File: config.mk
export PLATFORM = sky130hd
export DESIGN_NAME = modular_inverse_flat
export DESIGN_NICKNAME = d
export VERILOG_FILES = /design/src/rtl/core/mi_pkg.sv /design/src/rtl/core/mi_in_if.sv /design/src/rtl/core/mi_out_if.sv /design/src/rtl/core/mi_div_unit.sv /design/src/rtl/core/modular_inverse.sv /design/src/flat_wrapper.sv
export SDC_FILE = /design/constraint.sdc
export NUM_CORES = 1
export LEC_CHECK = 0
export BUFFER_PORTS_ARGS = -buffer_cell sky130_fd_sc_hd__buf_2
export CORE_MARGIN = 4
export CORE_UTILIZATION = 38
export DETAILED_ROUTE_END_ITERATION = 10
export PLACE_DENSITY = 0.53
export SLEW_MARGIN = 25
export SYNTH_ARGS = -nofsm -noshare
export SYNTH_HDL_FRONTEND = slang
export SYNTH_SLANG_ARGS = --single-unit
File: constraint.sdc
create_clock -name clk -period 7.2 [get_ports clk]
set_input_delay 1.44 -clock clk [delete_from_list [all_inputs] [get_ports clk]]
set_output_delay 1.44 -clock clk [all_outputs]
set_load 0.03 [all_outputs]
File: src/rtl/core/mi_pkg.sv
// ----------------------------------------------------------------------------
// mi_pkg: shared types and constants for the modular inverse block
// Field widths, status codes and the control/status bundles of the divider.
// ----------------------------------------------------------------------------
`default_nettype none

package mi_pkg;

  localparam int VALUE_W   = 16;
  localparam int MOD_IN_W  = 32;
  localparam int INVERSE_W = 32;

  localparam logic STATUS_OK   = 1'b0;
  localparam logic STATUS_FAIL = 1'b1;

  typedef struct packed {
    logic start;
  } div_ctl_t;

  typedef struct packed {
    logic busy;
    logic done;
  } div_sts_t;

endpackage

`default_nettype wire

File: src/rtl/core/mi_in_if.sv
// ----------------------------------------------------------------------------
// mi_in_if: input channel of the modular inverse block
// Valid/ready handshake carrying a value and a modulus per beat.
// ----------------------------------------------------------------------------
`default_nettype none

interface mi_in_if;
  logic                          valid;
  logic                          ready;
  logic [mi_pkg::VALUE_W-1:0]    value;
  logic [mi_pkg::MOD_IN_W-1:0]   modulus;

  modport source (output valid, output value, output modulus, input ready);
  modport sink   (input valid, input value, input modulus, output ready);
endinterface

`default_nettype wire

File: src/rtl/core/mi_out_if.sv
// ----------------------------------------------------------------------------
// mi_out_if: result channel of the modular inverse block
// Valid/ready handshake carrying an inverse and a status per beat.
// ----------------------------------------------------------------------------
`default_nettype none

interface mi_out_if;
  logic                          valid;
  logic                          ready;
  logic [mi_pkg::INVERSE_W-1:0]  inverse;
  logic                          status;

  modport source (output valid, output inverse, output status, input ready);
  modport sink   (input valid, input inverse, input status, output ready);
endinterface

`default_nettype wire

File: src/rtl/core/mi_div_unit.sv
// ----------------------------------------------------------------------------
// mi_div_unit: iterative restoring divider with coefficient accumulation
// One quotient bit per cycle, MSB first. Alongside the remainder it forms
// q * coef by shift-and-add, so one Euclid round needs one pass.
// ----------------------------------------------------------------------------
`default_nettype none

module mi_div_unit #(
  parameter int W  = 32,
  parameter int DW = 32
) (
  input  wire                   clk,
  input  wire                   rst_n,
  input  wire mi_pkg::div_ctl_t ctl,
  input  wire  [DW-1:0]         dividend,
  input  wire  [W-1:0]          divisor,
  input  wire  [W-1:0]          coef,
  output mi_pkg::div_sts_t      sts,
  output logic [W-1:0]          rem,
  output logic [W-1:0]          acc
);

  localparam int CNT_W = $clog2(DW + 1);

  logic             busy_r, busy_nxt;
  logic             done_r, done_nxt;
  logic [CNT_W-1:0] cnt_r, cnt_nxt;
  logic [DW-1:0]    dvd_r, dvd_nxt;
  logic [W-1:0]     dsr_r, dsr_nxt;
  logic [W-1:0]     coef_r, coef_nxt;
  logic [W-1:0]     rem_r, rem_nxt;
  logic [W-1:0]     acc_r, acc_nxt;

  logic [W:0]       rem_sh;
  logic [W:0]       diff;
  logic             qbit;

  always_comb begin
    rem_sh   = {rem_r, dvd_r[DW-1]};
    diff     = rem_sh - {1'b0, dsr_r};
    qbit     = ~diff[W];
    busy_nxt = busy_r;
    done_nxt = 1'b0;
    cnt_nxt  = cnt_r;
    dvd_nxt  = dvd_r;
    dsr_nxt  = dsr_r;
    coef_nxt = coef_r;
    rem_nxt  = rem_r;
    acc_nxt  = acc_r;
    if (ctl.start) begin
      busy_nxt = 1'b1;
      cnt_nxt  = CNT_W'(DW);
      dvd_nxt  = dividend;
      dsr_nxt  = divisor;
      coef_nxt = coef;
      rem_nxt  = '0;
      acc_nxt  = '0;
    end else if (busy_r) begin
      dvd_nxt = {dvd_r[DW-2:0], 1'b0};
      rem_nxt = qbit ? diff[W-1:0] : rem_sh[W-1:0];
      acc_nxt = {acc_r[W-2:0], 1'b0} + (qbit ? coef_r : '0);
      cnt_nxt = cnt_r - CNT_W'(1);
      if (cnt_r == CNT_W'(1)) begin
        busy_nxt = 1'b0;
        done_nxt = 1'b1;
      end
    end
  end

  always_ff @(posedge clk) begin
    if (!rst_n) begin
      busy_r <= 1'b0;
      done_r <= 1'b0;
      cnt_r  <= '0;
    end else begin
      busy_r <= busy_nxt;
      done_r <= done_nxt;
      cnt_r  <= cnt_nxt;
    end
    dvd_r  <= dvd_nxt;
    dsr_r  <= dsr_nxt;
    coef_r <= coef_nxt;
    rem_r  <= rem_nxt;
    acc_r  <= acc_nxt;
  end

  assign sts.busy = busy_r;
  assign sts.done = done_r;
  assign rem      = rem_r;
  assign acc      = acc_r;

endmodule

`default_nettype wire

File: src/rtl/core/modular_inverse.sv
// ----------------------------------------------------------------------------
// modular_inverse: extended Euclidean modular inverse
// Accepts a value and a modulus on in_bus and returns value^-1 mod modulus
// with a status bit on out_bus.
//
// Usage:
//   in_bus : one beat per item (value, modulus); the low MODULUS_BITS bits of
//            modulus are used. in_bus.ready is high only while the block idles.
//   out_bus: one beat per item (inverse, status). status 1 means no inverse
//            (modulus below two, value zero mod modulus or gcd not one), and
//            then inverse is zero.
//   Divider: each Euclid round is one pass of the bit-serial divider over
//            DW = max(MODULUS_BITS, 16) quotient bits, one quotient bit per
//            cycle; the first pass reduces the value modulo the modulus.
//   Throughput: one item at a time; the next beat is taken once the result
//            sits in the output register.
//   Stall: a result held by a low out_bus.ready stays in the output register;
//            a later result waits in its final state until the register frees.
//   Reset: rst_n (synchronous, active low) drops any item at work and any
//            pending result.
// ----------------------------------------------------------------------------
`default_nettype none

module modular_inverse #(
  parameter int MODULUS_BITS = 32
) (
  input  wire        clk,
  input  wire        rst_n,
  mi_in_if.sink      in_bus,
  mi_out_if.source   out_bus
);

  localparam int W  = MODULUS_BITS;
  localparam int DW = (MODULUS_BITS > mi_pkg::VALUE_W) ? MODULUS_BITS : mi_pkg::VALUE_W;

  typedef enum logic [2:0] {
    S_IDLE,
    S_REDUCE,
    S_CHECK,
    S_DIV,
    S_FIN_RED,
    S_FIN_NEG,
    S_DONE
  } state_t;

  state_t                         state_r, state_nxt;
  logic [W-1:0]                   m_r, m_nxt;
  logic [W-1:0]                   r0_r, r0_nxt;
  logic [W-1:0]                   r1_r, r1_nxt;
  logic [W-1:0]                   t0_r, t0_nxt;
  logic [W-1:0]                   t1_r, t1_nxt;
  logic                           neg_r, neg_nxt;
  logic [W-1:0]                   res_inv_r, res_inv_nxt;
  logic                           res_stat_r, res_stat_nxt;
  logic                           out_valid_r, out_valid_nxt;
  logic [mi_pkg::INVERSE_W-1:0]   out_inv_r, out_inv_nxt;
  logic                           out_stat_r, out_stat_nxt;

  logic [W-1:0]                   m_in;
  mi_pkg::div_ctl_t               dctl;
  mi_pkg::div_sts_t               dsts;
  logic [DW-1:0]                  div_dividend;
  logic [W-1:0]                   div_divisor;
  logic [W-1:0]                   div_coef;
  logic [W-1:0]                   div_rem;
  logic [W-1:0]                   div_acc;

  assign m_in = W'(in_bus.modulus);

  mi_div_unit #(
    .W  (W),
    .DW (DW)
  ) u_div (
    .clk      (clk),
    .rst_n    (rst_n),
    .ctl      (dctl),
    .dividend (div_dividend),
    .divisor  (div_divisor),
    .coef     (div_coef),
    .sts      (dsts),
    .rem      (div_rem),
    .acc      (div_acc)
  );

  always_comb begin
    state_nxt     = state_r;
    m_nxt         = m_r;
    r0_nxt        = r0_r;
    r1_nxt        = r1_r;
    t0_nxt        = t0_r;
    t1_nxt        = t1_r;
    neg_nxt       = neg_r;
    res_inv_nxt   = res_inv_r;
    res_stat_nxt  = res_stat_r;
    out_valid_nxt = out_valid_r & ~out_bus.ready;
    out_inv_nxt   = out_inv_r;
    out_stat_nxt  = out_stat_r;
    dctl.start    = 1'b0;
    div_dividend  = DW'(r0_r);
    div_divisor   = r1_r;
    div_coef      = t1_r;
    case (state_r)
      S_IDLE: begin
        if (in_bus.valid) begin
          m_nxt = m_in;
          if (m_in < W'(2)) begin
            res_inv_nxt  = '0;
            res_stat_nxt = mi_pkg::STATUS_FAIL;
            state_nxt    = S_DONE;
          end else begin
            dctl.start   = 1'b1;
            div_dividend = DW'(in_bus.value);
            div_divisor  = m_in;
            div_coef     = '0;
            state_nxt    = S_REDUCE;
          end
        end
      end
      S_REDUCE: begin
        if (dsts.done) begin
          r0_nxt    = m_r;
          r1_nxt    = div_rem;
          t0_nxt    = '0;
          t1_nxt    = W'(1);
          neg_nxt   = 1'b0;
          state_nxt = S_CHECK;
        end
      end
      S_CHECK: begin
        if (r1_r > W'(1)) begin
          dctl.start = 1'b1;
          state_nxt  = S_DIV;
        end else if (r1_r == '0) begin
          res_inv_nxt  = '0;
          res_stat_nxt = mi_pkg::STATUS_FAIL;
          state_nxt    = S_DONE;
        end else begin
          state_nxt = S_FIN_RED;
        end
      end
      S_DIV: begin
        if (dsts.done) begin
          r0_nxt    = r1_r;
          r1_nxt    = div_rem;
          t0_nxt    = t1_r;
          t1_nxt    = div_acc + t0_r;
          neg_nxt   = ~neg_r;
          state_nxt = S_CHECK;
        end
      end
      S_FIN_RED: begin
        if (t1_r >= m_r) begin
          t1_nxt = t1_r - m_r;
        end
        state_nxt = S_FIN_NEG;
      end
      S_FIN_NEG: begin
        res_inv_nxt  = (neg_r && (t1_r != '0)) ? (m_r - t1_r) : t1_r;
        res_stat_nxt = mi_pkg::STATUS_OK;
        state_nxt    = S_DONE;
      end
      S_DONE: begin
        if (!out_valid_r || out_bus.ready) begin
          out_valid_nxt = 1'b1;
          out_inv_nxt   = mi_pkg::INVERSE_W'(res_inv_r);
          out_stat_nxt  = res_stat_r;
          state_nxt     = S_IDLE;
        end
      end
      default: begin
        state_nxt = S_IDLE;
      end
    endcase
  end

  always_ff @(posedge clk) begin
    if (!rst_n) begin
      state_r     <= S_IDLE;
      out_valid_r <= 1'b0;
    end else begin
      state_r     <= state_nxt;
      out_valid_r <= out_valid_nxt;
    end
    m_r        <= m_nxt;
    r0_r       <= r0_nxt;
    r1_r       <= r1_nxt;
    t0_r       <= t0_nxt;
    t1_r       <= t1_nxt;
    neg_r      <= neg_nxt;
    res_inv_r  <= res_inv_nxt;
    res_stat_r <= res_stat_nxt;
    out_inv_r  <= out_inv_nxt;
    out_stat_r <= out_stat_nxt;
  end

  assign in_bus.ready    = (state_r == S_IDLE);
  assign out_bus.valid   = out_valid_r;
  assign out_bus.inverse = out_inv_r;
  assign out_bus.status  = out_stat_r;

  a_idle_div_quiet: assert property (@(posedge clk) disable iff (!rst_n)
    in_bus.ready |-> !dsts.busy)
    else $error("divider busy while block accepts a beat");

  a_fail_zero: assert property (@(posedge clk) disable iff (!rst_n)
    (out_bus.valid && (out_bus.status == mi_pkg::STATUS_FAIL)) |-> (out_bus.inverse == '0))
    else $error("failed result carries a nonzero inverse");

  a_done_pulse: assert property (@(posedge clk) disable iff (!rst_n)
    dsts.done |=> !dsts.done)
    else $error("divider done held for more than one cycle");

  a_rem_below: assert property (@(posedge clk) disable iff (!rst_n)
    (state_r == S_DIV && dsts.done) |-> (div_rem < r1_r))
    else $error("remainder not below divisor");

endmodule

`default_nettype wire

File: src/flat_wrapper.sv
// flat-port wrapper written by rule: the top's interface ports become plain ports
module modular_inverse_flat 
#(
  parameter int MODULUS_BITS = 32
)
  (clk, rst_n, in_bus_valid, in_bus_value, in_bus_modulus, in_bus_ready, out_bus_valid, out_bus_inverse, out_bus_status, out_bus_ready);
  mi_in_if in_bus_i ();
  mi_out_if out_bus_i ();
  input  wire clk;
  input  wire rst_n;
  input wire logic [$bits(in_bus_i.valid)-1:0] in_bus_valid;
  input wire logic [$bits(in_bus_i.value)-1:0] in_bus_value;
  input wire logic [$bits(in_bus_i.modulus)-1:0] in_bus_modulus;
  output wire logic [$bits(in_bus_i.ready)-1:0] in_bus_ready;
  output wire logic [$bits(out_bus_i.valid)-1:0] out_bus_valid;
  output wire logic [$bits(out_bus_i.inverse)-1:0] out_bus_inverse;
  output wire logic [$bits(out_bus_i.status)-1:0] out_bus_status;
  input wire logic [$bits(out_bus_i.ready)-1:0] out_bus_ready;
  assign in_bus_i.valid = in_bus_valid;
  assign in_bus_i.value = in_bus_value;
  assign in_bus_i.modulus = in_bus_modulus;
  assign in_bus_ready = in_bus_i.ready;
  assign out_bus_valid = out_bus_i.valid;
  assign out_bus_inverse = out_bus_i.inverse;
  assign out_bus_status = out_bus_i.status;
  assign out_bus_i.ready = out_bus_ready;
  modular_inverse #(.MODULUS_BITS(MODULUS_BITS)) u_core (.clk(clk), .rst_n(rst_n), .in_bus(in_bus_i), .out_bus(out_bus_i));
endmodule
==> results by group, run 1 <==
Run status
  – Status: finished, final reports clean

GRT
  – Antenna violations before repair: 2
  – Vias in the first global route: 17100
  – Largest net degree at the start of global routing: 96
  – GRT Overall Usage: 0.200
  – Grt total ovfl: 0
  – First-pass GRT wire length: 104 mm

Clock tree
  – CTS hold repair buffers: 0
  – Worst-skew pair later-pin latency: between 500 and 600 ps
  – # resized after CTS: 0
  – H-tree levels: 2
  – Clock Root Buffer: clkbuf_16
  – CTS Buf Count: 46
  – Deepest clock path buffer count: 3
  – Clk pin slew, worst setup/hold paths: approximately 60 ps
  – Post-CTS setup buffers: 0
  – CTS tree: yes
  – Sink Count: between 300 and 400

Synth
  – Post-synthesis cell type count: 82
  – Synth Instances: 2315
  – Flip-flop and latch count after synthesis: 399
  – Post-synth top area share: 0.411
  – Leading post-synthesis cells by cell area: edfxtp_1 (41%), ha_1 (8.4%), dfxtp_1 (6.5%)
  – Post-synth EDFFs: around 320
  – Area leader, netlist: edfxtp_1
  – Synth Warn #: 0
  – Synth Flop Type: edfxtp_1
  – Avg Inst Size Synth: a little over 10 µm²
  – Async SR Flop Fraction: 0
  – Register area share after synthesis: 0.476
  – Mapped cell area: around 24000 µm²
  – Syn Nets: ~2500

STA
  – Slew HR: 0.363
  – Max Slew Vio Count: 0
  – Final setup fails: 0
  – Endpoints failing hold: 0
  – RSZ-0062 raised after global routing: no
  – Hold slack: between 400 and 500 ps
  – Worst-margin pin slew: ~950 ps
  – Final period utilization: 0.838
  – Final Critical Period: 6030 ps
  – FMAX: ~170 MHz
  – Post-Route Setup TNS: 0 ps
  – Clock Skews: between 15 and 20 ps

Drt
  – First drt pass iteration count: 5
  – Vias per cell: ~5.5
  – # DRC: 0
  – Via Count: roughly 18000
  – Post-DRT Antenna Nets: 0
  – Number of DRC markers in iteration 0: roughly 1600
  – Routed wire per std cell: approximately 21 µm
  – Wirelength, routed: about 68 mm

Worst setup path
  – CP Capture Type: register
  – Crit-path max FO: 44
  – Max incr delay on CP: ~690 ps
  – Slowest cell on the critical path: buf_4
  – Worst Setup Path Type: register to register
  – Worst Path Required: between 7000 and 8000 ps
  – Crit path DAT: 6520 ps
  – Reg2Reg Setup Slack: approximately 1200 ps
  – Critical-path cell list: inv_1 -> ha_1 -> fa_1 -> nor2b_4 -> o31ai_2 -> a211oi_2 -> a211oi_2 -> o31a_1 -> o21a_2 -> o211ai_4 -> buf_4 -> and2_1 -> ha_1 -> a21o_1 -> a21o_1 -> a21oi_1 -> o21ai_0 -> a21oi_2 -> o211ai_1 -> a21oi_1 -> xor2_1 -> xnor2_1 -> a211oi_1
  – Setup crit start kind: register

Floorplanning
  – Die Area: around 66000 µm²
  – Die height: 257 µm
  – FP Rows: slightly above 90
  – Initial Utilization: 0.383
  – IO Pins: 87
  – Core area: approximately 62000 µm²
  – Chip width: approximately 260 µm

Power
  – PD cells: about 280 nW/µm²
  – Leakage: about 11 nW
  – Max IR drop VDD: ~180 µV

Hold path
  – Hold/Removal Path Class: register to register

Cells and area
  – Nets: 2572
  – Post-Layout Cell Count: around 3200
  – Commonest non-fill, non-tap cells in the layout: edfxtp_1 (323), a21oi_1 (193), nor2_1 (189)
  – Syn-to-layout area delta: 11.5%
  – Most common cell after layout, fill and taps aside: edfxtp_1
  – Layout cells sized above 1: 0.102
  – Layout Utilization: 0.427

Placed design
  – Detailed Place HPWL: around 50 mm
  – IO Port Bufs: 86
  – RD Place Congestion: 0.927
  – Cells after DPL: around 3100

Flow run
  – MaxCap Viol Count: 0
==> final timing paths <==
check / startpoint / to / cells past startpoint
worst max-delay path: u_core.u_div.dvd_r[31]$_DFFE_PP_ / u_core.u_div.acc[31]$_SDFFE_PP0P_ / 23
worst min-delay path: u_core.res_inv_r[6]$_SDFFCE_PN0P_ / u_core.out_bus.inverse[6]$_DFFE_PP_ / 0
worst max register to register: u_core.u_div.dvd_r[31]$_DFFE_PP_ / u_core.u_div.acc[31]$_SDFFE_PP0P_ / 23
worst min register to register: u_core.res_inv_r[6]$_SDFFCE_PN0P_ / u_core.out_bus.inverse[6]$_DFFE_PP_ / 0
==> report_power, final <==
| group | total [mW] | switching [mW] | internal, mW |
|---|---|---|---|
| Combinational | 2.26 | 1.32 | 0.941 |
| Clock | 2.25 | 0.966 | 1.29 |
| Sequential | 2.84 | 0.159 | 2.68 |
==> per-stage QoR <==
stage / power, mW / worst slack, ps / instance area (µm²)
6_report: 7.35 / 1170 / 26300
5_1_grt: 7.78 / 757 / 26300
4_1_cts: 7.40 / 1150 / 26300
3_5_place_dp: 5.11 / 1240 / 24800
3_3_place_gp: 5.08 / 1270 / 24800
2_1_floorplan: 4.57 / 1750 / 23600
==> area by class of cell <==
class	count	area (µm²)
Clock inverter	28	239
Timing Repair Buffer	106	604
Tap cell	837	1050
Inverter	136	513
Clock buffer	57	1190
Fill cell	5929	35300
Multi-Input combinational cell	1668	11500
Sequential cell	399	11200
Antenna cell	1	2.50
==> flip-flops by register name, indices dropped and copies added, names as in the netlist <==
name	cells
u_core.r0_r	32
u_core.r1_r	32
u_core.t0_r	32
u_core.u_div.dsr_r	32
u_core.res_inv_r	32
u_core.u_div.coef_r	32
u_core.out_bus.valid	1
u_core.u_div.cnt_r	6
u_core.m_r	32
u_core.out_bus.inverse	32
u_core.u_div.acc	32
u_core.u_div.done_r	1
u_core.state_r	3
u_core.res_stat_r	1
u_core.t1_r	32
u_core.u_div.dvd_r	32
u_core.neg_r	1
u_core.u_div.busy_r	1
u_core.u_div.rem	32
u_core.out_bus.status	1
==> logic make-up after synthesis <==
family / Yosys count / synth area share
compound gates: 655 / 0.177
simple gates: 630 / 0.130
flops: 399 / 0.476
buf+inv: 248 / 0.0407
fa+ha+maj: 163 / 0.0881
xor+xnor: 133 / 0.0494
mux: 87 / 0.0387
==> per-layer routing <==
metal / part of all wire / global-route usage / vias up
met5: 0 / 0 / -
met4: 0.027 / 0.0546 / 0
met3: 0.055 / 0.0251 / 100
met2: 0.44 / 0.315 / 522
met1: 0.47 / 0.292 / 8503
li1: - / - / 8556
==> worst max-delay path: cells and delay by family, from the launching register on <==
family | cells | cell delay, ps
compound gates | 14 | 3200
fa+ha+maj | 3 | 950
buf+inv | 2 | 730
simple gates | 2 | 370
flops | 1 | 340
xor+xnor | 2 | 290
==> cells in the mapped netlist (33+ instances only) <==
cell type	count
dfxtp_1	76
mux2_2	33
nor2_1	190
and2_1	79
xnor2_1	91
nand3_1	40
clkbuf_1	93
ha_1	158
a21o_1	92
inv_1	134
o21ai_0	139
nand2_1	143
mux2i_1	54
edfxtp_1	323
xor2_1	42
a21oi_1	193
Note: power is estimated with default switching activity, not from simulation.
==> inputs of run 2 (changes only) <==
--- a/config.mk
+++ b/config.mk
@@ -9,7 +9,7 @@
 export CORE_MARGIN = 4
 export CORE_UTILIZATION = 38
 export DETAILED_ROUTE_END_ITERATION = 10
-export PLACE_DENSITY = 0.53
+export PLACE_DENSITY = 0.55
 export SLEW_MARGIN = 25
 export SYNTH_ARGS = -nofsm -noshare
 export SYNTH_HDL_FRONTEND = slang
==> constraint.sdc (replaced) <==
create_clock -name clk -period 5.5 [get_ports clk]
set_input_delay 1.1 -clock clk [delete_from_list [all_inputs] [get_ports clk]]
set_output_delay 1.1 -clock clk [all_outputs]
set_load 0.03 [all_outputs]
==> run 2 against run 1 <==
Worst setup slack got worse by 970 ps. Die area unchanged. Clock skew increased by 7.6 ps. Cell count increased by 1.1%. Global-route usage decreased by 0.24 points. Count of clock-buffer cells in the layout increased by 6. Combinational power increased by 39%. Utilization increased by 0.68 points. Critical endpoint unchanged. Largest power group unchanged.
==> results by group, run 2 (synthesis gave the netlist of run 1 again) <==
Cells and area
  – Commonest non-fill, non-tap cells in the layout: edfxtp_1 (323), nor2_1 (190), a21oi_1 (190)
  – Most common cell after layout, fill and taps aside: edfxtp_1
  – Register Area: 11200 µm² (unchanged)
  – Post-Layout Cell Count: 3269 (+1.1%)
  – Multi-input logic area: 11500 µm² (+0.53%)
  – Layout cells sized above 1: 0.123 (+0.0202)
  – Syn-to-layout area delta: 13.3%
  – Nets: 2611 (+1.5%)
  – Fill cells: 5939 (+0.17%)

Clock tree
  – Worst-skew pair later-pin latency: 580 ps (about the same)
  – Deepest clock path buffer count: 3 (unchanged)
  – CTS tree: yes
  – Sink Count: 399 (unchanged)
  – CTS hold repair buffers: 0 (unchanged)
  – Clk pin slew, worst setup/hold paths: 60 ps (about the same)
  – CTS Buf Count: 46 (unchanged)
  – Clock Root Buffer: clkbuf_16
  – H-tree levels: 2 (unchanged)

Hold path
  – Hold/Removal Path Class: register to register

Drt
  – Wirelength, routed: 67.8 mm (-0.13%)
  – Routed wire per std cell: 20.7 µm (-1.3%)
  – Vias per cell: 5.44 (-0.52%)
  – Number of DRC markers in iteration 0: 1155 (-26%)
  – First drt pass iteration count: 6 (+1)
  – # DRC: 0 (unchanged)
  – Via Count: 17800 (+0.62%)
  – Post-DRT Antenna Nets: 0 (unchanged)

Floorplanning
  – IO Pins: 87 (unchanged)
  – Core area: 61600 µm² (unchanged)
  – Chip width: 257 µm (unchanged)
  – FP Rows: 91 (unchanged)
  – Die Area: 66100 µm² (unchanged)
  – Die height: 257 µm (unchanged)
  – Initial Utilization: 0.383 (unchanged)

Worst setup path
  – Crit-path max FO: 4 (-91%)
  – Setup crit start kind: register
  – Worst Setup Path Type: register to register
  – Worst Path Required: 5990 ps (-1700 ps)
  – CP Capture Type: register
  – Crit path DAT: 5790 ps (-730 ps)

Power
  – Tot Pwr: 9.89 mW (+35%)
  – Pint: 6.66 mW (+36%)
  – Comb power frac: 0.317 (+0.010)
  – Max IR drop VDD: 223 µV (+26%)
  – Seq pwr share: 0.375 (-0.011)
  – Switching Share: 0.327 (-0.00556)
  – PD cells: 370 nW/µm² (+32%)
  – Sw power: 3.23 mW (+32%)
  – Leakage: 10.8 nW (+2.0%)
  – Clock Power Share: 0.308 (about the same)

GRT
  – GRT busiest layer: met2
  – GR Layer Usage met2: 0.313 (-0.00253)
  – First-pass GRT wire length: 103 mm (-0.59%)
  – Met3 Use GR: 0.0230 (-0.00207)
  – Largest net degree at the start of global routing: 96 (unchanged)
  – Antenna violations before repair: 1 (-1)
  – GRT Overall Usage: 0.198 (-0.00236)
  – Grt total ovfl: 0 (unchanged)
  – M1 GR Usage: 0.285 (-0.00645)
  – Vias in the first global route: 17500 (+2.2%)

STA
  – Worst-margin pin slew: 923 ps (-22.6 ps)
  – Final Critical Period: 5300 ps (-735 ps)
  – Hold slack: 415 ps (-3.28 ps)
  – RSZ-0062 raised after global routing: yes
  – Slew HR: 0.383 (+0.0202)
  – Final setup fails: 0 (unchanged)
  – Final setup margin: 203 ps (-965 ps)
  – Max Slew Vio Count: 0 (unchanged)
  – Endpoints failing hold: 0 (unchanged)
  – FMAX: 189 MHz (+14%)
  – Clock Skews: 23.8 ps (+7.64 ps)
  – Final period utilization: 0.963 (+0.125)

Placed design
  – Detailed Place HPWL: 50.7 mm (+1.2%)
  – RD Place Congestion: 0.909 (-1.9%)
  – Cells after DPL: 3177 (+0.99%)
  – Pre-CTS setup slack: -86.9 ps (-1330 ps)
  – IO Port Bufs: 86 (unchanged)

Flow run
  – MaxCap Viol Count: 0 (unchanged)

Run status
  – Status: finished, final reports clean
run 2: cell count changes in the layout (fill, tap and decap cells not counted), sizes merged:
cell,change
buf,+39
clkbuf,+6
clkinv,-11
inv,+3
run 2: timing repair:
item | 4_1_cts | 5_1_grt
resized for setup | 4 | 17
endpoints found under the setup margin | 3 | 13
gates cloned | 1 | 0
setup buffers | 5 | 2
pin swaps | 12 | 18
run 2: power groups by stage:
stage	clock network [mW]	registers (mW)	logic, mW
finish	3.05	3.71	3.14
global route	3.24	3.74	3.46
CTS	3.13	3.71	3.10
detailed placement	0	3.77	3.05
global placement	0	3.76	3.00
floorplan	0	3.68	2.31
run 2: final timing paths:
check / from / slack, ps / to / cells past startpoint
worst max-delay path: u_core.u_div.dvd_r[31]$_DFFE_PP_ / 200 / u_core.u_div.acc[31]$_SDFFE_PP0P_ / 23
worst min-delay path: u_core.res_inv_r[2]$_SDFFCE_PN0P_ / 420 / u_core.out_bus.inverse[2]$_DFFE_PP_ / 0
worst max register to register: u_core.u_div.dvd_r[31]$_DFFE_PP_ / 200 / u_core.u_div.acc[31]$_SDFFE_PP0P_ / 23
worst min register to register: u_core.res_inv_r[2]$_SDFFCE_PN0P_ / 420 / u_core.out_bus.inverse[2]$_DFFE_PP_ / 0
run 2: final cells by class:
class	instances	share of cell area
antenna	1	0.0000937
clock buffer	63	0.0486
clock inverter	20	0.00740
inverter	136	0.0192
multi-input combinational	1668	0.432
sequential	399	0.420
tap	837	0.0392
timing repair buffer	145	0.0336
run 2: per-layer routing:
metal	routed length [µm]	up-vias
li1	-	8613
met1	32000	8619
met2	30400	460
met3	3560	98
met4	1900	0
met5	0	-
run 2: per-stage QoR:
step	util	TNS (ps)	cell area, µm²
floorplan	-	0	23600
global placement	0.407	0	25000
detailed placement	0.407	-93.1	25100
CTS	0.432	0	26600
global route	0.434	-1.41	26700
finish	0.434	0	26700
run 2: critical path, cell delays in order (launching register included):
cell      delay [ps]
edfxtp_1         350
inv_1             60
ha_2             190
fa_2             370
nor2b_4          130
o31ai_2           80
a211oi_2         270
a211oi_2         140
o31a_1           330
o211ai_1         340
o211ai_4         220
and2_1           220
ha_2             180
fa_2             340
a21o_1           250
a221oi_4         270
a21oi_2          110
a211o_1          340
a21oi_2          220
o211ai_1         120
a21oi_1          200
xor2_1           190
xnor2_1           90
a211oi_1         180
